===== src/design/c8wfd_pkg.sv =====
package c8wfd_pkg;

  localparam int unsigned MaxRes = 3;

  typedef logic [1:0] res_cnt_t;

  typedef enum logic [1:0] {
    OP_WORD = 2'd0,
    OP_CMD  = 2'd1,
    OP_RECV = 2'd2,
    OP_NONE = 2'd3
  } op_e;

  typedef enum logic [2:0] {
    PH_HIGH = 3'b001,
    PH_LOW  = 3'b010,
    PH_CRC  = 3'b100
  } rx_phase_e;

  typedef enum logic [2:0] {
    MODE_NONE     = 3'd0,
    MODE_TX_WORD  = 3'd1,
    MODE_TX_CMD   = 3'd2,
    MODE_RX_PLAIN = 3'd3,
    MODE_RX_CHECK = 3'd4
  } mode_e;

  typedef enum logic {
    KIND_TX = 1'b0,
    KIND_RX = 1'b1
  } kind_e;

  typedef enum logic {
    REG_POLY = 1'b0,
    REG_INIT = 1'b1
  } reg_idx_e;

  typedef struct packed {
    mode_e       mode;
    logic [15:0] word;
    logic [7:0]  rx_byte;
    logic [7:0]  crc_mid;
    logic        crc_on;
    logic        eop;
  } s1_t;

  typedef struct packed {
    kind_e       kind;
    logic [7:0]  tx_byte;
    logic [15:0] rx_word;
    logic        crc_error;
    logic        last;
  } res_t;

  // One byte of an MSB-first CRC-8 with the top polynomial bit implied.
  function automatic logic [7:0] crc8_byte(input logic [7:0] crc, input logic [7:0] data,
                                           input logic [7:0] poly);
    logic [7:0] c;
    c = crc ^ data;
    for (int i = 0; i < 8; i++) begin
      c = c[7] ? ({c[6:0], 1'b0} ^ poly) : {c[6:0], 1'b0};
    end
    return c;
  endfunction

endpackage


===== src/design/crc8_word_framer_deframer_unit.sv =====
// Channel   Dir  Transfer when             Contents
// s_axis    in   s_axis_tvalid & tready    tdata: data_word, data_byte, first; tuser: op;
//                                          tlast: end_of_packet
// m_axis    out  m_axis_tvalid & tready    tdata: tx_byte, rx_word, crc_error; tuser: kind;
//                                          tlast: last
// cfg       in   cfg_we_i                  index 0 crc_poly, index 1 crc_init
//
// An item passes an input register, a CRC stage and a result register, in that order, before
// its first result is offered on m_axis, where it is held until m_axis_tready takes it.
// The result register emits one result per cycle while m_axis_tready is high: a sent word
// yields two or three results, a command byte or a completed received word one, and other received bytes none.
// A new item is taken every cycle while the result register keeps up.
// Reset clears the receive phase, the held word and the pipeline valids, and loads the
// registers with polynomial 0x31 and initial value 0xFF.
// A stall on m_axis holds the current result and fills the stages behind it before
// s_axis_tready drops.
module crc8_word_framer_deframer_unit import c8wfd_pkg::*; (
  input  logic        clk_i,
  input  logic        rst_ni,
  input  logic        s_axis_tvalid,
  output logic        s_axis_tready,
  input  logic [31:0] s_axis_tdata,  // [15:0] data_word, [23:16] data_byte, [24] first
  input  logic [1:0]  s_axis_tuser,  // [1:0] op
  input  logic        s_axis_tlast,
  output logic        m_axis_tvalid,
  input  logic        m_axis_tready,
  output logic [31:0] m_axis_tdata,  // [7:0] tx_byte, [23:8] rx_word, [24] crc_error
  output logic        m_axis_tuser,  // [0] kind
  output logic        m_axis_tlast,
  input  logic        cfg_we_i,
  input  logic        cfg_idx_i,
  input  logic [7:0]  cfg_wdata_i
);

  logic [7:0]        poly_q;
  logic [7:0]        init_q;
  s1_t               s1;
  logic              s1_valid;
  logic              s1_ready;
  res_t [MaxRes-1:0] set;
  res_cnt_t          set_cnt;
  logic              set_valid;
  logic              set_ready;

  always_ff @(posedge clk_i or negedge rst_ni) begin
    if (!rst_ni) begin
      poly_q <= 8'h31;
      init_q <= 8'hFF;
    end else if (cfg_we_i) begin
      unique case (reg_idx_e'(cfg_idx_i))
        REG_POLY: poly_q <= cfg_wdata_i;
        REG_INIT: init_q <= cfg_wdata_i;
        default:  poly_q <= poly_q;
      endcase
    end
  end

  c8wfd_front u_front (
    .clk_i         (clk_i),
    .rst_ni        (rst_ni),
    .s_axis_tvalid (s_axis_tvalid),
    .s_axis_tready (s_axis_tready),
    .s_axis_tdata  (s_axis_tdata),
    .s_axis_tuser  (s_axis_tuser),
    .s_axis_tlast  (s_axis_tlast),
    .crc_poly_i    (poly_q),
    .crc_init_i    (init_q),
    .s1_o          (s1),
    .s1_valid_o    (s1_valid),
    .s1_ready_i    (s1_ready)
  );

  c8wfd_back u_back (
    .clk_i       (clk_i),
    .rst_ni      (rst_ni),
    .s1_i        (s1),
    .s1_valid_i  (s1_valid),
    .s1_ready_o  (s1_ready),
    .crc_poly_i  (poly_q),
    .set_o       (set),
    .set_cnt_o   (set_cnt),
    .set_valid_o (set_valid),
    .set_ready_i (set_ready)
  );

  c8wfd_out_seq u_out_seq (
    .clk_i         (clk_i),
    .rst_ni        (rst_ni),
    .set_i         (set),
    .set_cnt_i     (set_cnt),
    .set_valid_i   (set_valid),
    .set_ready_o   (set_ready),
    .m_axis_tvalid (m_axis_tvalid),
    .m_axis_tready (m_axis_tready),
    .m_axis_tdata  (m_axis_tdata),
    .m_axis_tuser  (m_axis_tuser),
    .m_axis_tlast  (m_axis_tlast)
  );

endmodule


===== src/design/c8wfd_front.sv =====
module c8wfd_front import c8wfd_pkg::*; (
  input  logic        clk_i,
  input  logic        rst_ni,
  input  logic        s_axis_tvalid,
  output logic        s_axis_tready,
  input  logic [31:0] s_axis_tdata,
  input  logic [1:0]  s_axis_tuser,
  input  logic        s_axis_tlast,
  input  logic [7:0]  crc_poly_i,
  input  logic [7:0]  crc_init_i,
  output s1_t         s1_o,
  output logic        s1_valid_o,
  input  logic        s1_ready_i
);

  logic        in_valid_q;
  op_e         op_q;
  logic [15:0] word_q;
  logic [7:0]  byte_q;
  logic        first_q;
  logic        eop_q;

  rx_phase_e   phase_q, phase_d;
  rx_phase_e   eff_phase;
  logic [15:0] hold_q, hold_d;
  logic        crc_on;
  logic        fire;

  assign s_axis_tready = !in_valid_q || s1_ready_i;
  assign s1_valid_o    = in_valid_q;
  assign fire          = in_valid_q && s1_ready_i;
  assign crc_on        = |crc_poly_i;

  always_ff @(posedge clk_i or negedge rst_ni) begin
    if (!rst_ni) begin
      in_valid_q <= 1'b0;
    end else if (s_axis_tready) begin
      in_valid_q <= s_axis_tvalid;
    end
  end

  always_ff @(posedge clk_i) begin
    if (s_axis_tvalid && s_axis_tready) begin
      op_q    <= op_e'(s_axis_tuser);
      word_q  <= s_axis_tdata[15:0];
      byte_q  <= s_axis_tdata[23:16];
      first_q <= s_axis_tdata[24];
      eop_q   <= s_axis_tlast;
    end
  end

  always_ff @(posedge clk_i or negedge rst_ni) begin
    if (!rst_ni) begin
      phase_q <= PH_HIGH;
      hold_q  <= '0;
    end else if (fire) begin
      phase_q <= phase_d;
      hold_q  <= hold_d;
    end
  end

  always_comb begin
    eff_phase = first_q ? PH_HIGH : phase_q;
    if (eff_phase == PH_CRC && !crc_on) begin
      eff_phase = PH_HIGH;
    end

    phase_d      = phase_q;
    hold_d       = hold_q;
    s1_o.mode    = MODE_NONE;
    s1_o.word    = word_q;
    s1_o.rx_byte = byte_q;
    s1_o.crc_on  = crc_on;
    s1_o.eop     = eop_q;

    unique case (op_q)
      OP_WORD: s1_o.mode = MODE_TX_WORD;
      OP_CMD:  s1_o.mode = MODE_TX_CMD;
      OP_RECV: begin
        unique case (eff_phase)
          PH_LOW: begin
            hold_d = {hold_q[15:8], byte_q};
            if (!crc_on) begin
              phase_d   = PH_HIGH;
              s1_o.mode = MODE_RX_PLAIN;
              s1_o.word = hold_d;
            end else begin
              phase_d = eop_q ? PH_HIGH : PH_CRC;
            end
          end
          PH_CRC: begin
            phase_d   = PH_HIGH;
            s1_o.mode = MODE_RX_CHECK;
            s1_o.word = hold_q;
          end
          default: begin
            hold_d  = {byte_q, 8'h00};
            phase_d = eop_q ? PH_HIGH : PH_LOW;
          end
        endcase
      end
      default: s1_o.mode = MODE_NONE;
    endcase

    s1_o.crc_mid = crc8_byte(crc_init_i, s1_o.word[15:8], crc_poly_i);
  end

  a_high_then_low: assert property (@(posedge clk_i) disable iff (!rst_ni)
    (fire && op_q == OP_RECV && first_q && !eop_q) |=> phase_q == PH_LOW)
    else $error("receive phase did not advance after a first high byte");

  a_check_resets_phase: assert property (@(posedge clk_i) disable iff (!rst_ni)
    (fire && s1_o.mode == MODE_RX_CHECK) |=> phase_q == PH_HIGH)
    else $error("receive phase not cleared after a CRC byte");

endmodule


===== src/design/c8wfd_back.sv =====
module c8wfd_back import c8wfd_pkg::*; (
  input  logic                   clk_i,
  input  logic                   rst_ni,
  input  s1_t                    s1_i,
  input  logic                   s1_valid_i,
  output logic                   s1_ready_o,
  input  logic [7:0]             crc_poly_i,
  output res_t [MaxRes-1:0]      set_o,
  output res_cnt_t               set_cnt_o,
  output logic                   set_valid_o,
  input  logic                   set_ready_i
);

  logic       v_q;
  s1_t        s2_q;
  logic [7:0] crc_fin;

  function automatic res_t mk_tx(input logic [7:0] b, input logic l);
    res_t r;
    r.kind      = KIND_TX;
    r.tx_byte   = b;
    r.rx_word   = '0;
    r.crc_error = 1'b0;
    r.last      = l;
    return r;
  endfunction

  function automatic res_t mk_rx(input logic [15:0] w, input logic e, input logic l);
    res_t r;
    r.kind      = KIND_RX;
    r.tx_byte   = '0;
    r.rx_word   = w;
    r.crc_error = e;
    r.last      = l;
    return r;
  endfunction

  assign s1_ready_o  = !v_q || set_ready_i;
  assign set_valid_o = v_q;

  always_ff @(posedge clk_i or negedge rst_ni) begin
    if (!rst_ni) begin
      v_q <= 1'b0;
    end else if (s1_ready_o) begin
      v_q <= s1_valid_i && (s1_i.mode != MODE_NONE);
    end
  end

  always_ff @(posedge clk_i) begin
    if (s1_valid_i && s1_ready_o) begin
      s2_q <= s1_i;
    end
  end

  assign crc_fin = crc8_byte(s2_q.crc_mid, s2_q.word[7:0], crc_poly_i);

  always_comb begin
    set_o[0]  = mk_tx(8'h00, 1'b0);
    set_o[1]  = mk_tx(8'h00, 1'b0);
    set_o[2]  = mk_tx(8'h00, 1'b0);
    set_cnt_o = 2'd1;
    unique case (s2_q.mode)
      MODE_TX_WORD: begin
        set_o[0]  = mk_tx(s2_q.word[15:8], 1'b0);
        set_o[1]  = mk_tx(s2_q.word[7:0], s2_q.eop && !s2_q.crc_on);
        set_o[2]  = mk_tx(crc_fin, s2_q.eop);
        set_cnt_o = s2_q.crc_on ? 2'd3 : 2'd2;
      end
      MODE_TX_CMD:   set_o[0] = mk_tx(s2_q.rx_byte, s2_q.eop);
      MODE_RX_PLAIN: set_o[0] = mk_rx(s2_q.word, 1'b0, s2_q.eop);
      MODE_RX_CHECK: set_o[0] = mk_rx(s2_q.word, crc_fin != s2_q.rx_byte, s2_q.eop);
      default:       set_cnt_o = 2'd1;
    endcase
  end

endmodule


===== src/design/c8wfd_out_seq.sv =====
module c8wfd_out_seq import c8wfd_pkg::*; (
  input  logic              clk_i,
  input  logic              rst_ni,
  input  res_t [MaxRes-1:0] set_i,
  input  res_cnt_t          set_cnt_i,
  input  logic              set_valid_i,
  output logic              set_ready_o,
  output logic              m_axis_tvalid,
  input  logic              m_axis_tready,
  output logic [31:0]       m_axis_tdata,
  output logic              m_axis_tuser,
  output logic              m_axis_tlast
);

  res_t [MaxRes-1:0] set_q;
  res_cnt_t          cnt_q;
  res_cnt_t          idx_q;
  res_t              cur;
  logic              xfer;
  logic              last_xfer;

  assign m_axis_tvalid = cnt_q != 2'd0;
  assign xfer          = m_axis_tvalid && m_axis_tready;
  assign last_xfer     = xfer && (idx_q == cnt_q - 2'd1);
  assign set_ready_o   = (cnt_q == 2'd0) || last_xfer;

  always_ff @(posedge clk_i or negedge rst_ni) begin
    if (!rst_ni) begin
      cnt_q <= '0;
      idx_q <= '0;
    end else if (set_valid_i && set_ready_o) begin
      cnt_q <= set_cnt_i;
      idx_q <= '0;
    end else if (last_xfer) begin
      cnt_q <= '0;
      idx_q <= '0;
    end else if (xfer) begin
      idx_q <= idx_q + 2'd1;
    end
  end

  always_ff @(posedge clk_i) begin
    if (set_valid_i && set_ready_o) begin
      set_q <= set_i;
    end
  end

  always_comb begin
    unique case (idx_q)
      2'd1:    cur = set_q[1];
      2'd2:    cur = set_q[2];
      default: cur = set_q[0];
    endcase
  end

  assign m_axis_tdata = {7'b0, cur.crc_error, cur.rx_word, cur.tx_byte};
  assign m_axis_tuser = cur.kind;
  assign m_axis_tlast = cur.last;

  a_idx_in_range: assert property (@(posedge clk_i) disable iff (!rst_ni)
    m_axis_tvalid |-> idx_q < cnt_q)
    else $error("result index beyond the loaded count");

  a_no_gap_in_set: assert property (@(posedge clk_i) disable iff (!rst_ni)
    (xfer && !last_xfer) |=> m_axis_tvalid)
    else $error("gap inside a result set");

  a_rx_single: assert property (@(posedge clk_i) disable iff (!rst_ni)
    (m_axis_tvalid && cur.kind == KIND_RX) |-> (cnt_q == 2'd1 && !cur.tx_byte[0]))
    else $error("received word not a single result");

endmodule


===== config.mk =====
export PLATFORM = sky130hd
export DESIGN_NAME = crc8_word_framer_deframer_unit
export DESIGN_NICKNAME = d
export VERILOG_FILES = /design/src/design/c8wfd_pkg.sv /design/src/design/crc8_word_framer_deframer_unit.sv /design/src/design/c8wfd_front.sv /design/src/design/c8wfd_back.sv /design/src/design/c8wfd_out_seq.sv
export SDC_FILE = /design/constraint.sdc
export NUM_CORES = 1
export LEC_CHECK = 0
export ABC_AREA = 1
export BUFFER_PORTS_ARGS = -buffer_cell sky130_fd_sc_hd__buf_4
export CORE_ASPECT_RATIO = 0.8
export CORE_UTILIZATION = 65
export DETAILED_ROUTE_END_ITERATION = 8
export PLACE_DENSITY = 0.86
export SYNTH_ARGS = -nofsm -noshare
export SYNTH_HDL_FRONTEND = slang
export SYNTH_SLANG_ARGS = --single-unit

===== constraint.sdc =====
create_clock -name clk_i -period 7.5 [get_ports clk_i]
set_input_delay 1.125 -clock clk_i [delete_from_list [all_inputs] [get_ports clk_i]]
set_output_delay 1.125 -clock clk_i [all_outputs]
set_load 0.01 [all_outputs]

==> flow_summary.ini, run 1 <==
[run_status]
status = finished, final reports clean

[sta]
worst_slack_ps = 2450
fin_skew_ps = 11.1
final_hold_viol_count = 0
slew_violations = 0
period_share_pct = 67.3
slew_headroom_pct = 18.5
fmax_ghz = 0.198
setup_viol = 0
tightestPinTransition_ps = 1220
grt_setup_unrepaired = false
fin_crit_ps = 5050
fin_setup_tns_ps = 0

[routing]
wl_microns = 20700
drt-vias-per-instance = 5.65
first_iter_violations = 750
ant_nets = 0
drc = 0
wl_per_cell_microns = 15.5
routed-via-count = 7549
firstDrtPassIters = 5

[setup_path]
slowest_delay_ps = 900
end_kind = register
cp_slowest_cell = dfstp_2
crit_top_cell = nand2_2
crit_fanout = 24
r2r_cells = 31
worstPathRequired_ps = 7690
crit_type = reg -> reg
worstPathArrival_ps = 5230
cp-start-kind = register

[global_routing]
use_met1_pct = 40.6
grt_max_degree = 48
gr-usage-met2_pct = 49.7
globalRoute.busiestLayer = met2
antenna_found_initial = 0
grt_pass1_vias = 6866
grt_overflow = 0
grt_pass1_wl_microns = 33200
track_usage_pct = 30.3
use_met3_pct = 5.51

[yosys]
yosys-top-cells-area = edfxtp_1, nand2_1, dfrtp_1
ys_top_cells_by_count = nand2_1, inv_1, edfxtp_1
ys_ff_latch = 151
async_flop_share_pct = 27.2
yosys.area.top_type_share_pct = 36.6
synth_flop_cell = edfxtp_1
synth_top_area_cell = edfxtp_1
yosysUniqueCellTypes = 47
postSynthAreaPerCell_sq_um = 8.29
post-synth-top-count-cell = nand2_1
synth_edf_count = 110
yosysSeqAreaShare_pct = 48.1
synth_area_sq_um = 9020
yosys_warnings = 0
syn_inst = 1088

[finish]
antenna_cells = 0
syn_to_final_growth_pct = 13.2
nNetsFinal = 1196
layout-drive-gt1-share_pct = 15.9
utilization_pct = 75.4
fill_cells = 888
fin_area_sq_um = 10200

[clock_tree]
cts_tree = built
clock-root-buffer = clkbuf_16
cts_made_buffers = 17
clk_pin_slew_worst_paths_ps = 60
clk_latency_ps = 430
cts_setup_buffers = 0
hold_buffers = 0
clk_path_buf_depth = 2
htreeDepth = 4
cts.repair.resized = 0
cts_sinks = 151

[die]
initial_core_util_pct = 66.6
die_width_microns = 134
num_rows = 38
die_area_sq_um = 14400
dieHeight_microns = 107
coreArea_sq_um = 13600
ios = 85

[placed_design]
place.gp.congestion = 0.960
port_buffers = 70
placed_cell_area_sq_um = 9590
dp_hpwl_microns = 14200
post-place-ws_ps = 2600

[hold_path]
holdCritPathClass = reg -> reg
worstHoldPathCells = 2

[job]
cap_violations = 0
cells in the final DEF (no fill, tap or decap), types with 4 or more instances in the layout:
cell type / n
o31ai_1: 8
dfrtp_1: 29
mux2_2: 8
clkbuf_16: 17
a21oi_1: 30
edfxtp_1: 110
bufinv_16: 4
o21ai_0: 36
nand2_4: 7
nand2_1: 311
buf_4: 74
nand3_1: 101
xnor2_1: 21
a22oi_1: 6
nand4_1: 11
o22ai_1: 9
nand3_2: 4
xor2_1: 42
dfstp_2: 12
nand2_2: 22
clkinv_1: 4
conb_1: 7
inv_2: 9
nor2_1: 100
inv_1: 131
worst paths after layout:
kind	startpoint	slack [ps]	to
setup / recovery	poly_q[5]	2450	u_back.s2_q[7]
hold / removal	init_q[3]	500	init_q[3]
setup reg to reg	poly_q[5]	2450	u_back.s2_q[7]
hold reg to reg	init_q[3]	500	init_q[3]
max in group asynchronous	rst_ni	6430	init_q[6]
min in group asynchronous	rst_ni	680	u_front.hold_q[1]
metrics by stage:
stage / hold slack (ps) / instances
CTS: 497 / 1337
finish: 496 / 1337
global route: 511 / 1337
detailed placement: 487 / 1305
global placement: 487 / 1305
floorplan: 451 / 1094
final cells by class:
cell class | instances | area [sq um] | share of cell area (%)
Sequential cell | 151 | 4340 | 42.5
Multi-Input combinational cell | 756 | 3920 | 38.4
Timing Repair Buffer | 74 | 556 | 5.44
Inverter | 144 | 543 | 5.32
Clock buffer | 19 | 433 | 4.24
Tap cell | 180 | 225 | 2.21
Clock inverter | 13 | 194 | 1.90
sequential cells by signal, indices dropped and copies added, names as in the netlist:
name	cells
u_front.first_q	1
u_front.op_q	2
u_front.phase_q	3
u_back.set_valid_o	1
u_front.s1_valid_o	1
u_front.word_q	16
poly_q	8
u_out_seq.idx_q	2
u_back.s2_q	37
u_out_seq.cnt_q	2
u_out_seq.set_q	45
u_front.hold_q	16
u_front.byte_q	8
init_q	8
u_front.eop_q	1
layer usage:
layer | vias to the layer above | part of all wire [%]
met5 | - | 0.22
met4 | 2 | 2.1
met3 | 49 | 8.5
met2 | 418 | 48
met1 | 3472 | 42
li1 | 3608 | -
logic make-up after synthesis:
family                     share of synthesized area (%)
AOI/OAI and AO/OA                                   6.36
xor gates and xnor gates                            6.60
buffers and inverters                               8.78
muxes                                              0.998
other                                             0.0416
and+or+nand+nor                                     28.7
DFF                                                 48.1
adders and majority gates                          0.416
worst max-delay path, delay by kind of cell (launching register included):
family                 cells  cell delay, ps
and+or+nand+nor           28            3640
DFF                        1             900
buffers and inverters      3             210
Power of run 1 is not shown: default switching activity piles up to over one toggle a cycle in this logic, so the estimate is an artifact.
==> run 2: changes to the inputs <==
CORE_UTILIZATION = 54   (was 65)
PLACE_DENSITY = 0.77   (was 0.86)
clock period = 4.1 ns   (was 7.5 ns; I/O delays follow)
==> run 2 against run 1 <==
Net effect:
- die area rose by 20%
- critical path type unchanged
- via count rose by 2.1%
- hold slack worse by 320 ps
- sequential share of layout area fell by 2.7 points
- maximum frequency up 27%
- global-route usage decreased by 5.5 points
- non-clock buffer count up 51
- sequential cell count unchanged
- cell area rose by 6.9%
- cell count increased by 6.6%
- register-to-register slack got worse by 2300 ps
- critical path depth is the same
==> flow_summary.ini, run 2 (same netlist as run 1, synthesis figures left out) <==
[routing]
routed-via-count = 7704
drc = 0
wl_microns = 21800
first_iter_violations = 838
ant_nets = 0
drt-vias-per-instance = 5.41
wl_per_cell_microns = 15.3
firstDrtPassIters = 5

[setup_path]
worstPathArrival_ps = 4140
slowest_delay_ps = 360
end_kind = register
worstPathRequired_ps = 4270
crit_type = reg -> reg
crit_top_cell = nand2_1
crit_fanout = 7
cp_slowest_cell = edfxtp_1
cp-start-kind = register

[sta]
setup_viol = 0
final_hold_viol_count = 0
fin_skew_ps = 12.2
slew_violations = 0
period_share_pct = 97.0
tightestPinTransition_ps = 1010
slew_headroom_pct = 32.9
grt_setup_unrepaired = true
fin_crit_ps = 3980
fmax_ghz = 0.251

[clock_tree]
clk_path_buf_depth = 2
clock-root-buffer = clkbuf_16
cts_tree = built
cts_sinks = 151
cts_made_buffers = 17
clk_latency_ps = 420
htreeDepth = 4
clk_pin_slew_worst_paths_ps = 70

[placed_design]
place.gp.congestion = 0.876
port_buffers = 70
dp_hpwl_microns = 14700

[hold_path]
holdCritPathClass = in -> async

[global_routing]
track_usage_pct = 24.8
grt_pass1_wl_microns = 33100
grt_overflow = 0
grt_max_degree = 42
grt_pass1_vias = 6717
antenna_found_initial = 0

[finish]
utilization_pct = 68.0
largest-register = u_out_seq.set_q
top_regs = u_out_seq.set_q x45, u_back.s2_q x37
syn_to_final_growth_pct = 21.0
nNetsFinal = 1249
largest_reg_flops = 45
mostFrequentLayoutCell = nand2_1
layout-drive-gt1-share_pct = 22.6
antenna_cells = 0
final_cell_mix = nand2_1, inv_1, buf_4

[die]
dieHeight_microns = 118
die_width_microns = 147
num_rows = 41
initial_core_util_pct = 56.2
coreArea_sq_um = 16100
die_area_sq_um = 17200
ios = 85

[run_status]
status = finished, final reports clean

[job]
cap_violations = 0
[run 2: cell count changes in the layout (fill, tap and decap cells not counted), sizes merged]
cell / change
nand2: +2
clkbuf: +2
clkinv: +2
buf: +51
bufinv: -2
clkinvlp: -2
[run 2: per-stage QoR]
step	TNS, ps	cells	hold WS [ps]	area, sq um	worst slack, ps
final	0	1425	176	10900	122
after global routing	-629	1425	219	10900	-103
after CTS	0	1391	188	10400	15.2
after detailed placement	-104	1359	480	9770	-46.5
after global placement	0	1359	485	9770	62.1
after floorplan	0	1094	319	9050	538
[run 2: layout make-up]
class                           instances  area, sq um
Inverter                              144          548
Sequential cell                       151         4340
Fill cell                            1176         5140
Tap cell                              215          269
Clock buffer                           21          472
Timing Repair Buffer                  125          973
Clock inverter                         11          135
Multi-Input combinational cell        758         4180
[run 2: worst paths after layout]
path / start / to / slack [ps] / cells after the start
min in group clk_i: s_axis_tdata[23] / u_front.byte_q[7] / 360 / 1
min: rst_ni / u_front.hold_q[6] / 180 / 1
max: u_front.first_q / u_back.s2_q[8] / 120 / 31
max reg2reg: u_front.first_q / u_back.s2_q[8] / 120 / 31
max in group asynchronous: rst_ni / init_q[6] / 3530 / 1
min reg2reg: init_q[0] / init_q[0] / 500 / 2
[run 2: worst max-delay path: cells and delay by family (launching register included)]
family	cells	cell delay, ps
buffers and inverters	5	440
DFF	1	360
and+or+nand+nor	26	2900
[run 2: per-layer routing]
layer | track usage, % | wire (microns) | up-vias | share of wire (%)
li1 | - | - | 3708 | -
met2 | 38.6 | 10100 | 388 | 46
met4 | 8.79 | 529 | 0 | 2.4
met3 | 5.19 | 1850 | 50 | 8.5
met5 | 0 | 0 | - | 0
met1 | 34.4 | 9350 | 3558 | 43
[run 2: what timing repair did]
action,4_1_cts,5_1_grt
hold buffers,0,0
pin swaps,0,33
endpoints found under the setup margin,7,9
gates resized for setup,3,57
cloned,0,4
setup buffers,0,30
Power of run 2 is left out for the same reason.
==> run 3: changes to the inputs <==
ABC_AREA = unset   (was 1)
CORE_UTILIZATION = 56   (was 54)
PLACE_DENSITY = 0.88   (was 0.77)
SYNTH_HIERARCHICAL = 1   (was unset)
==> run 3 against run 2 <==
Net effect:
- the flow now finishes with violations (design-rule violations, negative setup slack)
- register-to-register slack worse by 700 ps
- maximum frequency is 15% lower
- utilization is 5.9 points higher
- first-iteration DRC count is 110% higher
- wire length is 64% higher
- clock skew is 0.68 ps lower
- hold slack worse by 19 ps
- cell area is 41% higher
- cell count is 16% higher
- via count is 36% higher
- synthesized area is 34% higher
- global-route usage is 7.3 points higher
- critical path type unchanged
- critical endpoint is now u_back/s2_q[7]
- highest routed layer unchanged
==> flow_summary.ini, run 3 <==
[run_status]
status = complete, but fails checks
violations = design-rule violations, negative setup slack

[sta]
fin_skew_ps = 11.5
slew_violations = 0
worst_slack_ps = -579
finalHoldWorstSlack_ps = 157
tightestPinTransition_ps = 1120
final_hold_viol_count = 0
slew_headroom_pct = 25.2
fmax_ghz = 0.214
period_share_pct = 114
grt_setup_unrepaired = true
fin_crit_ps = 4680
setup_viol = 16

[yosys]
yosys-top-cells-area = edfxtp_1, dfrtp_1, nand2_1
post-synth-top-count-cell = nand2_1
async_flop_share_pct = 21.9
yosysSeqAreaShare_pct = 45.0
yosys_warnings = 6
yosys.area.top_type_share_pct = 36.3
synth_edf_count = 146
synth_top_area_cell = edfxtp_1
synth_area_sq_um = 12100
postSynthAreaPerCell_sq_um = 10.7
yosysUniqueCellTypes = 100
ys_ff_latch = 187
synth_flop_cell = edfxtp_1
syn_inst = 1127
ys_top_cells_by_count = nand2_1, edfxtp_1, nor2_1

[die]
die_width_microns = 166
num_rows = 47
die_area_sq_um = 22100
dieHeight_microns = 133
initial_core_util_pct = 57.8
ios = 85
coreArea_sq_um = 20900

[placed_design]
dp_hpwl_microns = 22700
dp.cells = 1592
port_buffers = 70
place.gp.congestion = 0.956
post-place-ws_ps = -672

[setup_path]
worstPathRequired_ps = 4290
r2r_cells = 18
rr_startpoint = poly_q[4]
crit_fanout = 8
ff2ff_setup_slack_ps = -580
rr_endpoint = u_back/s2_q[7]
crit_type = reg -> reg
cp-startpoint = poly_q[4]
cp-start-kind = register
worstPathArrival_ps = 4860
end_kind = register

[routing]
ant_nets = 0
wl_microns = 35700
firstDrtPassIters = 9
wl_per_cell_microns = 21.6
first_iter_violations = 1770
drc = 3
drt-vias-per-instance = 6.37
routed-via-count = 10509

[finish]
finalNonFillerCells = 1651
syn_to_final_growth_pct = 27.8
fill_cells = 1193
utilization_pct = 73.9
top_regs = u_out_seq/set_q x81, u_back/s2_q x37
largest-register = u_out_seq/set_q
layout-drive-gt1-share_pct = 36.4
final_cell_mix = buf_4, nand2_1, edfxtp_1
antenna_cells = 0
largest_reg_flops = 81
nNetsFinal = 1421
mostFrequentLayoutCell = buf_4

[global_routing]
track_usage_pct = 32.1
grt_max_degree = 82
antenna_found_initial = 0
grt_overflow = 0
grt_pass1_vias = 10239
grt_pass1_wl_microns = 54900

[clock_tree]
hold_buffers = 0
htreeDepth = 4
clock-root-buffer = clkbuf_16
clk_latency_ps = 450
cts_made_buffers = 17
cts_tree = built
clk_pin_slew_worst_paths_ps = 70
clk_path_buf_depth = 2
cts_sinks = 187

[hold_path]
holdCritPathClass = in -> async

[job]
cap_violations = 0
run 3: metrics by stage:
step	cell area (sq um)	setup TNS [ps]
after global placement	14000	-4740
after floorplan	12300	-3260
after global routing	15400	-7730
final	15400	-5570
after CTS	15200	-3470
after detailed placement	14000	-5940
run 3: how the worst max path moves through the flow:
stage | endpoint | slack [ps] | cells after the start
after floorplan | u_back/s2_q[9] | -460 | 16
after global placement | u_back/s2_q[7] | -560 | 15
after detailed placement | u_back/s2_q[7] | -670 | 15
after CTS | u_back/s2_q[7] | -460 | 18
after global routing | u_back/s2_q[6] | -730 | 20
final | u_back/s2_q[7] | -580 | 18
run 3: worst max-delay path, cell delays in order, from the launching register on:
cell and delay, ps:
dfstp_2 390, or4_4 610, o211ai_4 260, inv_2 90, o22ai_4 210, and2_4 280
buf_6 140, nand4_1 210, o311ai_4 180, xor2_2 260, buf_4 170, nand2b_4 70
o32ai_4 250, nor3_4 80, xnor3_2 420, xnor2_4 170, buf_12 150, mux2_4 300
xnor3_1 200
run 3: cell families (layout without fill, tap and decap cells):
logic type | Yosys count | after routing | share of synthesized area (%)
DFF | 187 | 187 | 45.0
adders and majority gates | 3 | 3 | 0.311
other | 2 | 43 | 0.0622
muxes | 41 | 41 | 4.04
and+or+nand+nor | 390 | 390 | 16.2
buffers and inverters | 134 | 348 | 6.14
AOI/OAI and AO/OA | 268 | 268 | 16.9
xor gates and xnor gates | 102 | 102 | 11.4
run 3: area by class of cell:
type	instances	area (sq um)	share of cell area [%]
multi-input combinational	847	6770	43.9
sequential	187	5430	35.2
timing repair buffer	284	2210	14.3
clock buffer	19	443	2.87
tap	269	337	2.18
inverter	32	120	0.779
clock inverter	13	113	0.730
run 3: per-layer routing:
| metal | track usage (%) | wire length (microns) |
|---|---|---|
| met1 | 42.8 | 13700 |
| met5 | 0 | 0 |
| met4 | 13.1 | 1330 |
| met3 | 6.39 | 3680 |
| met2 | 52.0 | 17000 |
run 3: timing repair:
| item | CTS | global route |
|---|---|---|
| endpoints found under the setup margin | 16 | 16 |
| pin swaps | 46 | 12 |
| gates resized for setup | 96 | 27 |
| hold endpoints to repair | 0 | 0 |
| setup buffers | 25 | 5 |
| gates cloned | 0 | 0 |
Power of run 3 is left out for the same reason.
